## src/rtl/iis_pkg.sv

```systemverilog
package iis_pkg;

	localparam int CFG_W   = 12;
	localparam int IDX_W   = 2;
	localparam int PIXEL_W = 8;
	localparam int SUM_W   = 30;
	localparam int SQ_W    = 38;
	localparam int POS_W   = 11;

	localparam logic [IDX_W-1:0] REG_IMAGE_WIDTH    = 2'd0;
	localparam logic [IDX_W-1:0] REG_IMAGE_HEIGHT   = 2'd1;
	localparam logic [IDX_W-1:0] REG_SQUARED_ENABLE = 2'd2;

	localparam logic [CFG_W-1:0] WIDTH_RESET  = 12'd640;
	localparam logic [CFG_W-1:0] HEIGHT_RESET = 12'd480;
	localparam logic             SQ_EN_RESET  = 1'b1;

	typedef struct packed {
		logic first_col;
		logic first_row;
		logic last_of_frame;
	} pos_flags_t;

endpackage

```

## src/rtl/iis_position.sv

```systemverilog
module iis_position #(
	parameter int MAX_WIDTH  = 2048,
	parameter int MAX_HEIGHT = 2048
) (
	input  logic                             clk,
	input  logic                             arst_n,
	input  logic                             advance,
	input  logic [iis_pkg::CFG_W-1:0]        image_width,
	input  logic [iis_pkg::CFG_W-1:0]        image_height,
	output logic [$clog2(MAX_WIDTH)-1:0]     col,
	output logic [$clog2(MAX_HEIGHT)-1:0]    row,
	output iis_pkg::pos_flags_t              flags
);

	localparam int CW = $clog2(MAX_WIDTH);
	localparam int RW = $clog2(MAX_HEIGHT);
	localparam int WX = ((CW > iis_pkg::CFG_W) ? CW : iis_pkg::CFG_W) + 1;
	localparam int HX = ((RW > iis_pkg::CFG_W) ? RW : iis_pkg::CFG_W) + 1;

	logic [CW-1:0] col_q;
	logic [RW-1:0] row_q;
	logic [WX-1:0] w_cfg;
	logic [WX-1:0] w_lim;
	logic [HX-1:0] h_cfg;
	logic [HX-1:0] h_lim;
	logic          end_row;
	logic          end_frame;

	assign w_cfg = WX'(image_width);
	assign h_cfg = HX'(image_height);

	// A zero dimension counts as one; a dimension beyond MAX_WIDTH or MAX_HEIGHT saturates to that bound.
	always_comb begin
		if (w_cfg == '0) begin
			w_lim = WX'(1);
		end else if (w_cfg > WX'(MAX_WIDTH)) begin
			w_lim = WX'(MAX_WIDTH);
		end else begin
			w_lim = w_cfg;
		end
		if (h_cfg == '0) begin
			h_lim = HX'(1);
		end else if (h_cfg > HX'(MAX_HEIGHT)) begin
			h_lim = HX'(MAX_HEIGHT);
		end else begin
			h_lim = h_cfg;
		end
	end

	assign end_row   = (WX'(col_q) + WX'(1)) >= w_lim;
	assign end_frame = end_row && ((HX'(row_q) + HX'(1)) >= h_lim);

	always_ff @(posedge clk or negedge arst_n) begin
		if (!arst_n) begin
			col_q <= '0;
			row_q <= '0;
		end else if (advance) begin
			if (end_row) begin
				col_q <= '0;
				row_q <= end_frame ? '0 : row_q + RW'(1);
			end else begin
				col_q <= col_q + CW'(1);
			end
		end
	end

	assign col                 = col_q;
	assign row                 = row_q;
	assign flags.first_col     = (col_q == '0);
	assign flags.first_row     = (row_q == '0);
	assign flags.last_of_frame = end_frame;

endmodule

```

## config.mk

```make
export PLATFORM = sky130hd
export DESIGN_NAME = iis_position
export DESIGN_NICKNAME = d
export VERILOG_FILES = /design/src/rtl/iis_pkg.sv /design/src/rtl/iis_position.sv
export SDC_FILE = /design/constraint.sdc
export NUM_CORES = 1
export LEC_CHECK = 0
export BUFFER_PORTS_ARGS = -buffer_cell sky130_fd_sc_hd__buf_2
export CAP_MARGIN = 10
export CORE_UTILIZATION = 54
export DETAILED_ROUTE_END_ITERATION = 8
export PLACE_DENSITY = 0.81
export SLEW_MARGIN = 20
export SYNTH_ARGS = -nofsm -noshare
export SYNTH_HDL_FRONTEND = slang
export SYNTH_SLANG_ARGS = --single-unit
```

## constraint.sdc

```tcl
create_clock -name clk -period 3.82 [get_ports clk]
set_input_delay 0.191 -clock clk [delete_from_list [all_inputs] [get_ports clk]]
set_output_delay 0.191 -clock clk [all_outputs]
set_load 0.1 [all_outputs]
```

After elaboration in Yosys (flattened, before gate mapping)
Index checks and enable logic that the tools add are counted.
Storage, ports and cells
  register bits: 22
  bits of input ports: 27
  output and inout bits: 25
  word-level logic and storage cells: 22
Cells by class
  add/sub/neg operators: 4
  magnitude comparators: 4
  muxes and demuxes: 6
  reductions and logical operators: 6
Operator list (count)
  $mux 12: 3
  $ge 12x13->1: 2
  $logic_not 13->1: 2
  $add 11x1->12 const B: 2
  $gt 12x12->1 const B: 2
  $add 11x1->11 const B: 2
  $logic_not 11->1: 2
  $mux 11: 2
  $mux 13: 1
  $reduce_and 2->1: 1
  $logic_and 1x1->1: 1

Longest topological paths before layout
  word-level depth: 6
  mapped depth: 13
  mapped depth without buffers: 12

Worst setup path before layout
OpenSTA, ideal clock, no wires.
  path kind: register to output
  start: register row_q[1] (netlist: row[1])
  end: output flags[0] in the netlist's numbering
  data arrival time: 3453 ps
  required time: 3629 ps
  slack: 176 ps
  cell stages (with the launch flop): 13
  path buffers: 1
  cell sequence: dfrtp_1 > ha_1 > nand3_1 > nor2_1 > nand3_1 > xnor2_1 > ha_1 > a21oi_1 > o21ai_0 > a221oi_1 > o21ai_2 > and2_1 > buf_4
On the way
  longest elaborated chain between the ends: 3
RTL lines
  start: declaration: line iis_position.sv:21  | logic [RW-1:0] row_q;
  start signal: assignment: line iis_position.sv:60  | row_q <= end_frame ? '0 : row_q + RW'(1);
  $add 11x1->12: line iis_position.sv:51  | assign end_frame = end_row && ((HX'(row_q) + HX'(1)) >= h_lim);
  $ge 12x13->1: line iis_position.sv:51
  $logic_and 1x1->1: line iis_position.sv:51
  end: declaration: line iis_position.sv:12  | output iis_pkg::pos_flags_t flags
No other way between the ends.

==> impl_metrics.tcl <==
set metrics [dict create \
    hold_depth 2 \
    synth_ff_type "dfrtp_1" \
    start_kind "flop" \
    switching_share_pct 57.97 \
    worst_r2r_endpoint "col[2]$_DFFE_PN0P_" \
    relSlewSlack_pct 58.54 \
    clock-sinks 22 \
    cts.htree.levels 1 \
    pwr-share-seq_pct 25.7 \
    cts_made_buffers 3 \
    ir_drop_uv 364.8 \
    async_flop_share_pct 100.0 \
    yosys_warnings 0 \
    worst_ep_arrival_time_ns 3.35 \
    clk_path_buf_depth 2 \
    p_leak_nw 1.294 \
    postSynthAreaPerCell_sq_um 8.474 \
    tightest_slew_ns 0.6200 \
    cp_slowest_cell "dfrtp_1" \
    post-route-drc-count 0 \
    synth_mux_area_share_pct 1.020 \
    clock_power_share_pct 10.8 \
    synth_area_sq_mm 0.002084 \
    clock_skew_ns 0.01144 \
    p_comb_share_pct 63.5 \
    r2r-start "col[0]$_DFFE_PN0P_" \
    power_density_mw_per_mm2 589.6 \
    coreArea_sq_mm 0.003689 \
    end_kind "output port" \
    io_buffers 51 \
    path_buf_inv 1 \
    wl_per_cell_microns 13.68 \
    detail-route-antenna-nets 0 \
    worstSkewPairLatency_ns 0.28 \
    syn_to_final_growth_pct 14.89 \
    syn_nets 301 \
    synth_xor_area_share_pct 7.563 \
    fp.dieArea_sq_mm 0.004113 \
    drv_cap 0 \
    status "finished, final reports clean" \
    synth_cell_types 45 \
    antenna_found_initial 0 \
    start_util_pct 56.51 \
    synthCells 246 \
    synth_edf_count 0 \
    power_w 0.001412 \
    holdPathEnd "col[0]$_DFFE_PN0P_" \
    finalHoldViolCount 0 \
    grt_max_degree 23 \
    p_sw_w 0.0008184 \
    cp_cell_sequence "ha_1 > nand3_1 > nor2_2 > nand3_1 > xnor2_1 > ha_1 > a21oi_1 > o21ai_0 > a221oi_1 > o21ai_2 > and2_1 > buf_2" \
    via_per_inst 5.667 \
    synth_compound_area_share_pct 17.59 \
    ys_seq_area_share_pct 26.41 \
    cts_tree "built" \
    fmax_mhz 282.6 \
    fp.dieH_microns 64.13 \
    critPathTopFamily "compound AO/OA/AOI/OAI gates" \
    critical_path_required_ns 3.63 \
    ys_ff_latch 22 \
    drtIter0Drc 138 \
    yosys.area_share.adder_pct 16.81 \
    hold_path_class "in -> reg" \
    tns_ns 0 \
    drive_gt1_share_pct 22.34 \
    slowest_delay_ns 0.46 \
    reg2reg_slack_ns 0.66 \
    finalCritPeriodShare_pct 92.62 \
    reg2reg_depth 11 \
    diodes 0 \
    rows 22 \
    grt_pass1_wl_microns 7741 \
    synth_top_family_by_area "simple AND/OR/NAND/NOR gates" \
    clkSlewWorstSetupHoldPaths_ns 0.09 \
    setup_viol 0 \
    drt_first_pass_iters 4 \
    globalplace.congestion 0.8975 \
    place_hpwl_microns 3617 \
    synthTopCellsByArea "dfrtp_1 26%, ha_1 17%, nand2_1 6.3%" \
    grt_pass1_vias 1727 \
    timing.hold.ws_ns 0.3023 \
    num_vias 1921 \
    synth_top_area_share_pct 26.41 \
    root_buffer "clkbuf_8" \
    maxSlewViolCount 0 \
    grt_use_total_pct 24.13 \
    overflow 0 \
    final_nets 348 \
    io_pins 52 \
    synth_top_area_cell "dfrtp_1" \
    synth_simple_gate_area_share_pct 25.45 \
    cp_max_fo 10 \
    final_cell_count_no_fill 339 \
    rsz0062_at_grt "false" \
    p_int_w 0.0005935 \
    wirelength_microns 4639 \
    dp.cells 335 \
    dieWidth_microns 64.13 \
    period_needed_ns 3.538 \
    min_from "advance" \
    critPathKind "reg -> out" \
]
==> state kept, by name, indices dropped and copies added (netlist names) <==
register and count:
col 11, row 11
==> cell usage in the layout, fill, tap and decap left out, types with 2 or more instances in the layout <==
cell	netlist	final
a21o_1	8	8
a21oi_1	4	4
a221o_1	2	2
a22o_1	7	7
a31oi_1	3	3
and3_1	5	5
buf_2	2	51
clkbuf_8	0	3
dfrtp_1	22	22
ha_1	28	28
inv_1	13	13
nand2_1	35	35
nand2b_1	8	8
nand3_1	12	12
nor2_1	16	15
nor2_2	1	2
nor2b_1	2	2
nor3_1	3	3
nor3b_2	2	2
nor4_1	9	9
o21ai_0	10	10
o21ai_1	6	6
o21bai_1	4	4
xnor2_1	10	10
xor2_1	8	8
==> repair_timing <==
item	CTS	global route
endpoints found under the setup margin	0	1
hold buffers	1	0
endpoints found under the hold margin	22	0
resized for setup	0	1
buffers inserted	0	0
==> Yosys cell counts, drive strengths merged (2+ instances only) <==
cell type and count:
a21oi 4, ha 28, xor2 8, nor4 10, nand2 35, a31oi 3, a21o 8, clkbuf 5
xnor2 10, o21bai 4, o21ai 17, dfrtp 22, nand2b 8, nor2 18, and3 5, inv 13
a211oi 2, nor2b 2, nor3 3, buf 5, a221o 2, nand3 12, nor3b 3, a22o 7
==> per-stage QoR <==
step / area [sq um] / utilization (%) / setup slack (ns)
6_report: 2395 / 64.93 / 0.2818
3_3_place_gp: 2341 / 63.47 / 0.5582
3_5_place_dp: 2341 / 63.47 / 0.5394
5_1_grt: 2395 / 64.93 / 0.04025
2_1_floorplan: 2085 / - / 0.1756
4_1_cts: 2392 / 64.86 / 0.2114
==> layer usage <==
layer  global-route usage, %  vias up  wire length, microns
li1                        -      961                     -
met2                   42.69       41                  2350
met3                   3.750        5                   175
met1                   29.89      914                  2061
met4                   7.500        0                    52
met5                       0        -                     0
==> logic make-up after synthesis <==
group / count (synthesis)
adder cells (fa/ha/maj): 28
AND/OR/NAND/NOR: 101
flip-flops: 22
multiplexers: 2
XOR/XNOR: 18
AO/OA/AOI/OAI: 52
buffers and inverters: 23
==> worst max-delay path by stage <==
stage	startpoint	cells after the start	to	slack [ns]
floorplan	row[1]$_DFFE_PN0P_	12	flags[0]	0.18
global placement	row[0]$_DFFE_PN0P_	12	flags[0]	0.56
detailed placement	row[0]$_DFFE_PN0P_	12	flags[0]	0.54
CTS	row[0]$_DFFE_PN0P_	12	flags[0]	0.21
global route	row[0]$_DFFE_PN0P_	12	flags[0]	0.04
finish	row[1]$_DFFE_PN0P_	12	flags[0]	0.28
==> layout make-up <==
type                    instances  area, sq um
inverters                      13        48.80
multi-input cells             201         1429
repair buffers                 52        265.3
clock buffers                   3        41.29
well taps                      48        60.06
fillers                       335         1294
flip-flops and latches         22        550.5
==> worst register-to-register path: cells and delay by family, from the launching register on <==
family / cells / cell delay, ns
AOI/OAI and AO/OA: 5 / 1.22
xor gates and xnor gates: 1 / 0.16
DFF: 1 / 0.43
adders and majority gates: 2 / 0.54
and+or+nand+nor: 3 / 0.71
==> power by group through the flow <==
stage	logic, W	clock network (W)	registers, W
3_5_place_dp	0.000895	0	0.000367
5_1_grt	0.000976	0.000159	0.000373
3_3_place_gp	0.000885	0	0.000366
6_report	0.000896	0.000152	0.000363
2_1_floorplan	0.000419	0	0.000681
4_1_cts	0.000900	0.000153	0.000364
Note: power is estimated with default switching activity, not from simulation.
