<file path="src/rtl/iis_pkg.sv">
package iis_pkg;

	localparam int CFG_W   = 12;
	localparam int IDX_W   = 2;
	localparam int PIXEL_W = 8;
	localparam int SUM_W   = 30;
	localparam int SQ_W    = 38;
	localparam int POS_W   = 11;

	localparam logic [IDX_W-1:0] REG_IMAGE_WIDTH    = 2'd0;
	localparam logic [IDX_W-1:0] REG_IMAGE_HEIGHT   = 2'd1;
	localparam logic [IDX_W-1:0] REG_SQUARED_ENABLE = 2'd2;

	localparam logic [CFG_W-1:0] WIDTH_RESET  = 12'd640;
	localparam logic [CFG_W-1:0] HEIGHT_RESET = 12'd480;
	localparam logic             SQ_EN_RESET  = 1'b1;

	typedef struct packed {
		logic first_col;
		logic first_row;
		logic last_of_frame;
	} pos_flags_t;

endpackage

</file>
<file path="src/rtl/iis_datapath.sv">
module iis_datapath #(
	parameter int MAX_WIDTH  = 2048,
	parameter int MAX_HEIGHT = 2048,
	parameter int PIXEL_BITS = 8
) (
	input  logic                                       clk,
	input  logic                                       arst_n,
	input  logic                                       in_valid,
	output logic                                       in_ready,
	output logic                                       accept,
	input  logic [iis_pkg::PIXEL_W-1:0]                pixel,
	input  logic [$clog2(MAX_WIDTH)-1:0]               col_in,
	input  logic [$clog2(MAX_HEIGHT)-1:0]              row_in,
	input  iis_pkg::pos_flags_t                        flags,
	input  logic                                       squared_enable,
	input  logic [iis_pkg::SUM_W+iis_pkg::SQ_W-1:0]    ls_rd_data,
	output logic                                       ls_wr_en,
	output logic [$clog2(MAX_WIDTH)-1:0]               ls_wr_addr,
	output logic [iis_pkg::SUM_W+iis_pkg::SQ_W-1:0]    ls_wr_data,
	output logic                                       out_valid,
	input  logic                                       out_ready,
	output logic [iis_pkg::SUM_W-1:0]                  sum_value,
	output logic [iis_pkg::SQ_W-1:0]                   sq_sum_value,
	output logic [iis_pkg::POS_W-1:0]                  col,
	output logic [iis_pkg::POS_W-1:0]                  row,
	output logic                                       last_of_frame
);

	localparam int CW     = $clog2(MAX_WIDTH);
	localparam int RW     = $clog2(MAX_HEIGHT);
	localparam int PX_W   = (PIXEL_BITS < iis_pkg::PIXEL_W) ? PIXEL_BITS : iis_pkg::PIXEL_W;
	localparam int RUN_W  = (CW + PX_W < iis_pkg::SUM_W) ? CW + PX_W : iis_pkg::SUM_W;
	localparam int RSQ_W  = (CW + 2 * PX_W < iis_pkg::SQ_W) ? CW + 2 * PX_W : iis_pkg::SQ_W;

	logic [PX_W-1:0]           px;
	logic [2*PX_W-1:0]         px_sq;
	logic [RUN_W-1:0]          run_q;
	logic [RSQ_W-1:0]          rsq_q;
	logic [RUN_W-1:0]          run_next;
	logic [RSQ_W-1:0]          rsq_next;

	logic                      valid_s1;
	logic [RUN_W-1:0]          run_s1;
	logic [RSQ_W-1:0]          rsq_s1;
	logic [CW-1:0]             col_s1;
	logic [RW-1:0]             row_s1;
	logic                      last_s1;
	logic                      first_row_s1;
	logic                      adv_s1;

	logic [iis_pkg::SUM_W-1:0] above_sum;
	logic [iis_pkg::SQ_W-1:0]  above_sq;
	logic [iis_pkg::SUM_W-1:0] sum_s1;
	logic [iis_pkg::SQ_W-1:0]  sq_s1;

	logic                      valid_s2;
	logic [iis_pkg::SUM_W-1:0] sum_s2;
	logic [iis_pkg::SQ_W-1:0]  sq_s2;
	logic [CW-1:0]             col_s2;
	logic [RW-1:0]             row_s2;
	logic                      last_s2;

	assign adv_s1   = !valid_s2 || out_ready;
	assign in_ready = !valid_s1 || adv_s1;
	assign accept   = in_valid && in_ready;

	assign px       = pixel[PX_W-1:0];
	assign px_sq    = px * px;
	assign run_next = (flags.first_col ? '0 : run_q) + RUN_W'(px);
	assign rsq_next = (flags.first_col ? '0 : rsq_q) + RSQ_W'(px_sq);

	always_ff @(posedge clk or negedge arst_n) begin
		if (!arst_n) begin
			run_q    <= '0;
			rsq_q    <= '0;
			valid_s1 <= 1'b0;
		end else begin
			if (accept) begin
				run_q    <= run_next;
				rsq_q    <= rsq_next;
				valid_s1 <= 1'b1;
			end else if (adv_s1) begin
				valid_s1 <= 1'b0;
			end
		end
	end

	always_ff @(posedge clk) begin
		if (accept) begin
			run_s1       <= run_next;
			rsq_s1       <= rsq_next;
			col_s1       <= col_in;
			row_s1       <= row_in;
			last_s1      <= flags.last_of_frame;
			first_row_s1 <= flags.first_row;
		end
	end

	// The first row of a frame has nothing above it.
	assign above_sum = first_row_s1 ? '0 : ls_rd_data[iis_pkg::SUM_W-1:0];
	assign above_sq  = first_row_s1 ? '0 : ls_rd_data[iis_pkg::SUM_W+iis_pkg::SQ_W-1:iis_pkg::SUM_W];
	assign sum_s1    = above_sum + iis_pkg::SUM_W'(run_s1);
	assign sq_s1     = above_sq + iis_pkg::SQ_W'(rsq_s1);

	assign ls_wr_en   = valid_s1 && adv_s1;
	assign ls_wr_addr = col_s1;
	assign ls_wr_data = {sq_s1, sum_s1};

	always_ff @(posedge clk or negedge arst_n) begin
		if (!arst_n) begin
			valid_s2 <= 1'b0;
		end else if (ls_wr_en) begin
			valid_s2 <= 1'b1;
		end else if (out_ready) begin
			valid_s2 <= 1'b0;
		end
	end

	always_ff @(posedge clk) begin
		if (ls_wr_en) begin
			sum_s2  <= sum_s1;
			sq_s2   <= squared_enable ? sq_s1 : '0;
			col_s2  <= col_s1;
			row_s2  <= row_s1;
			last_s2 <= last_s1;
		end
	end

	assign out_valid     = valid_s2;
	assign sum_value     = sum_s2;
	assign sq_sum_value  = sq_s2;
	assign col           = iis_pkg::POS_W'(col_s2);
	assign row           = iis_pkg::POS_W'(row_s2);
	assign last_of_frame = last_s2;

endmodule

</file>
<file path="config.mk">
export PLATFORM = sky130hd
export DESIGN_NAME = iis_datapath
export DESIGN_NICKNAME = d
export VERILOG_FILES = /design/src/rtl/iis_pkg.sv /design/src/rtl/iis_datapath.sv
export SDC_FILE = /design/constraint.sdc
export NUM_CORES = 1
export LEC_CHECK = 0
export BUFFER_PORTS_ARGS = -buffer_cell sky130_fd_sc_hd__buf_2
export CAP_MARGIN = 20
export CORE_AREA = 5 5 214 268
export CTS_CLUSTER_SIZE = 16
export DETAILED_ROUTE_END_ITERATION = 6
export DIE_AREA = 0 0 219 273
export GPL_TIMING_DRIVEN = 1
export HOLD_SLACK_MARGIN = 0.08
export SLEW_MARGIN = 10
export SYNTH_ARGS = -nofsm -noshare
export SYNTH_HDL_FRONTEND = slang
export SYNTH_SLANG_ARGS = --single-unit
</file>
<file path="constraint.sdc">
create_clock -name clk -period 8.5 [get_ports clk]
set_input_delay 1.275 -clock clk [delete_from_list [all_inputs] [get_ports clk]]
set_output_delay 1.275 -clock clk [all_outputs]
set_load 0.005 [all_outputs]
</file>
# Yosys cells after proc, flatten, opt, wreduce, memory -nomap -nowiden
# Index checks and enable logic that the tools add are counted.
# word_totals
reg_bits,209
in_bits,106
out_inout_bits,174
elab_cells,36
# classes
add_sub_neg,4
n_mul,1
muxes,8
reduce_logical,8
# ops
cell,n
adder 38 x 27 -> 38 bit,1
2-to-1 mux 38 bit,1
adder 30 x 19 -> 30 bit,1
2-to-1 mux 30 bit,1
adder 27 x 16 -> 27 bit,1
2-to-1 mux 27 bit,1
adder 19 x 8 -> 19 bit,1
2-to-1 mux 19 bit,1
multiplier 8 x 8 -> 16 bit,1
2-to-1 mux 1 bit,4
nonzero test 2 bit,2
logical AND 1 bit,2
zero test 1 bit,2
logical OR 1 bit,2

# Depth between registers and ports, before layout
# depth
ltp_word,5
mapped_depth,22
depth_no_buf,19

# Least setup slack after synthesis
# Ideal clock, no wire load.
# synth_path
kind,input to register
from,input flags[2] (netlist name)
to,"register rsq_s1[26], data pin"
setup_time_ns,0.278
arrival_ns,6.107
required_time_ns,8.222
path_slack_ns,2.116
cell_stages,20
n_path_buf,4
cell_sequence,clkbuf_1 -> clkbuf_1 -> clkbuf_1 -> nor2b_1 -> fa_1 -> fa_1 -> fa_1 -> inv_1 -> fa_1 -> inv_1 -> ha_1 -> and2_1 -> a31oi_1 -> and3_1 -> nor3_1 -> o21bai_1 -> and2_1 -> clkbuf_1 -> o311ai_0 -> o31ai_1
# synth_between
elab_chain_len,2
# synth_lines
element,line_no,text
from (decl),iis_datapath.sv:14,"input iis_pkg::pos_flags_t flags,"
2-to-1 mux 27 bit,iis_datapath.sv:70,assign rsq_next = (flags.first_col ? '0 : rsq_q) + RSQ_W'(px_sq);
adder 27 x 16 -> 27 bit,iis_datapath.sv:70,
net rsq_next[26],iis_datapath.sv:40,logic [RSQ_W-1:0] rsq_next;
to (signal assigned),iis_datapath.sv:91,rsq_s1 <= rsq_next;
to (decl),iis_datapath.sv:44,logic [RSQ_W-1:0] rsq_s1;
# The timed path passes the listed nets, and every way through them passes these cells.
# A chain may end at the register's enable or synchronous reset.

# Worst setup path in the final report
# Same ends and word-level chain as after synthesis.

==> impl_metrics.ini <==
[floorplanning]
start_util_pct = 24.7
core-area_um2 = 54500
die_area_um2 = 59800
ios = 280
die-height_um = 273
rows = 96
die_w_um = 219

[global_route]
track_usage_pct = 12.3
grt_max_degree = 78
grt_pass1_vias = 10800
grt_pass1_wl_um = 58900
grt_overflow = 0
antenna_found_initial = 7

[timing]
setup_viol = 0
hold_viol = 0
final.min_clock_period_ps = 6070
skew_ps = 15.9
max_freq_ghz = 0.165
post-route-period-util_pct = 71.4
rsz0062_at_grt = false
slew_headroom_pct = 26.7
tightest_slew_ps = 1100
setup_slack_ps = 2430
fin_setup_tns_ps = 0
maxSlewViolCount = 0

[flow_run]
maxCapViolations = 0

[yosys]
ys_seq_elements = 209
syn_area_um2 = 13500
synth-compound-area-share_pct = 11.2
synth_fa_ha_area_share_pct = 15.0
synthSimpleGateAreaFrac_pct = 17.4
yosysUniqueCellTypes = 71
synthCells = 1293
yosys-top-cells-area = edfxtp_1 (36%), dfrtp_1 (8.9%), ha_1 (8.8%)
synth-edff-count = 161
synthFlopType = edfxtp_1
seq_area_frac_synth_pct = 44.7
muxShareOfSynthArea_pct = 1.46
synth-xor-area-share_pct = 6.17
yosysTopAreaCellShare_pct = 35.8
synth_top_family_by_area = simple AND/OR/NAND/NOR gates
ys_top_cells_by_count = edfxtp_1 (161), nand2_1 (143), inv_1 (102), ha_1 (95), nor2b_1 (94)
synth_nets = 1536
postSynthAreaPerCell_um2 = 10.4
yosys_warnings = 0
synthArstFlopShare_pct = 23.0
synth_top_cell_by_area = edfxtp_1
synth.most_common_cell = edfxtp_1

[outcome]
outcome = completed

[cts]
cts_buffer_depth = 3
ctsResizeCount = 0
path_clk_slew_ps = 60
cts_buffers = 23
ctsHoldBuffers = 0
root_buffer = clkbuf_16
cts_setup_buffers = 0
cts_tree = built
htree_num_levels = 1
clk_latency_ps = 530
clock_sinks = 209

[detailed_routing]
wirelength_um = 38600
wl_per_cell_um = 16.6
drt-vias-per-instance = 4.43
ant_nets = 0
drtIter0Drc = 484
drt_pass1_iterations = 4
drc_errors = 0
vias = 10300

[place]
dp_slack_ps = 1850
io_buffers = 279
hpwl_um = 30000
gp_congestion = 0.871
dp.cells = 2279

[setup_path]
slowest_stage = fa_1
cp.arrival_ps = 6320
crit_fanout = 24
crit_path_max_incr_delay_ps = 530
worstSetupPathType = in2reg
start_kind = input pin
crit_required_ps = 8750
crit_chain = buf_2 > clkinv_1 > nand2_1 > fa_1 > inv_1 > fa_1 > ha_1 > inv_1 > fa_1 > inv_1 > ha_1 > nand4b_1 > and3_1 > nor3_1 > o21bai_1 > and2_1 > o311ai_0 > o31ai_1
critPathCaptureType = register

[finish]
nNetsFinal = 1812
drive_gt1_share_pct = 21.5
layout.cells.non_filler = 2324
area_delta_synth_final_pct = 21.9

[power]
p_leak_nw = 7.30
vdd_drop_max_v = 0.000137
p_per_area_nw_per_um2 = 253

[worst_hold_path]
hold_class = reg2reg
## where the power goes
part / internal [mW] / leakage [nW] / switching (mW)
logic: 0.730 / 4.76 / 1.03
clock network: 0.546 / 0.341 / 0.414
registers: 1.36 / 2.19 / 0.0754
## placed cells by master (no fill, tap or decap), types with 4 or more instances in the layout
cell / netlist / routed
a211oi_1: 7 / 7
a21boi_0: 4 / 4
a21o_1: 25 / 25
a21oi_1: 63 / 63
a31oi_1: 11 / 11
and2_1: 52 / 51
and3_1: 14 / 14
buf_2: 1 / 279
buf_4: 0 / 7
clkbuf_1: 29 / 10
clkbuf_16: 0 / 24
dfrtp_1: 48 / 48
diode_2: 0 / 4
edfxtp_1: 161 / 161
fa_1: 42 / 42
ha_1: 95 / 95
inv_1: 102 / 102
mux2_2: 5 / 5
mux2i_1: 14 / 14
nand2_1: 143 / 142
nand2b_1: 19 / 19
nand3_1: 14 / 14
nand4_1: 14 / 14
nor2_1: 78 / 78
nor2b_1: 94 / 94
nor3_1: 14 / 14
o2111ai_1: 4 / 4
o211ai_1: 7 / 7
o21a_1: 9 / 9
o21ai_0: 51 / 51
o21bai_1: 5 / 5
o311ai_0: 4 / 4
o31ai_1: 5 / 5
or3_1: 8 / 8
xnor2_1: 75 / 75
xor2_1: 20 / 20
## per-stage QoR
stage / power, mW / utilization (%) / hold WS [ps] / instance area (µm²)
2_1_floorplan: 2.63 / - / 400 / 13500
3_3_place_gp: 3.18 / 28.9 / 401 / 15700
3_5_place_dp: 3.22 / 28.9 / 407 / 15700
4_1_cts: 4.22 / 30.1 / 417 / 16400
5_1_grt: 4.46 / 30.2 / 433 / 16400
6_report: 4.16 / 30.2 / 416 / 16500
## cells by family after synthesis
group                      after synthesis
adders and majority gates              137
and+or+nand+nor                        466
DFF                                    209
buffers and inverters                  140
AOI/OAI and AO/OA                      227
muxes                                   19
xor gates and xnor gates                95
## final timing paths
check                           from         end  slack [ps]  cells past startpoint
max                         flags[2]  rsq_s1[26]        2430                     18
min                        row_s1[5]      row[5]         420                      0
max reg2reg                 rsq_q[7]  rsq_s1[26]        3460                     16
min reg2reg                row_s1[5]      row[5]         420                      0
max in group asynchronous     arst_n    rsq_q[3]        7110                      2
min in group asynchronous     arst_n    valid_s1         870                      2
## cell type report
cell class                      instances  area [µm²]
Sequential cell                       209        6040
Fill cell                            5658       38100
Clock buffer                           37         679
Tap cell                              735         920
Antenna cell                            4        10.0
Timing Repair Buffer                  286        1450
Multi-Input combinational cell        944        6930
Clock inverter                          4        26.3
Inverter                              105         397
## worst max-delay path, delay by kind of cell
kind	cells	cell delay, ps
adder cells (fa/ha/maj)	5	2010
AND/OR/NAND/NOR	5	1170
buffers and inverters	5	1110
AO/OA/AOI/OAI	3	750
## per-layer routing
metal  vias to the layer above  part of all wire (%)  GRT usage (%)  routed length [µm]
li1                       5062                     -              -                   -
met1                      4906                    39           13.8               14900
met2                       238                    52           22.9               20000
met3                        89                   5.3           1.95                2040
met4                         8                   4.0           5.51                1550
met5                         -                  0.14              0                  55
## registers in the layout, summed over array words and instances (netlist names)
signal	flops
out_valid	1
row	11
sum_value	30
run_s1	19
run_q	19
ls_wr_addr	11
rsq_q	27
sq_sum_value	38
row_s1	11
last_s1	1
rsq_s1	27
last_of_frame	1
first_row_s1	1
valid_s1	1
col	11
(Power assumes the default switching activity.)
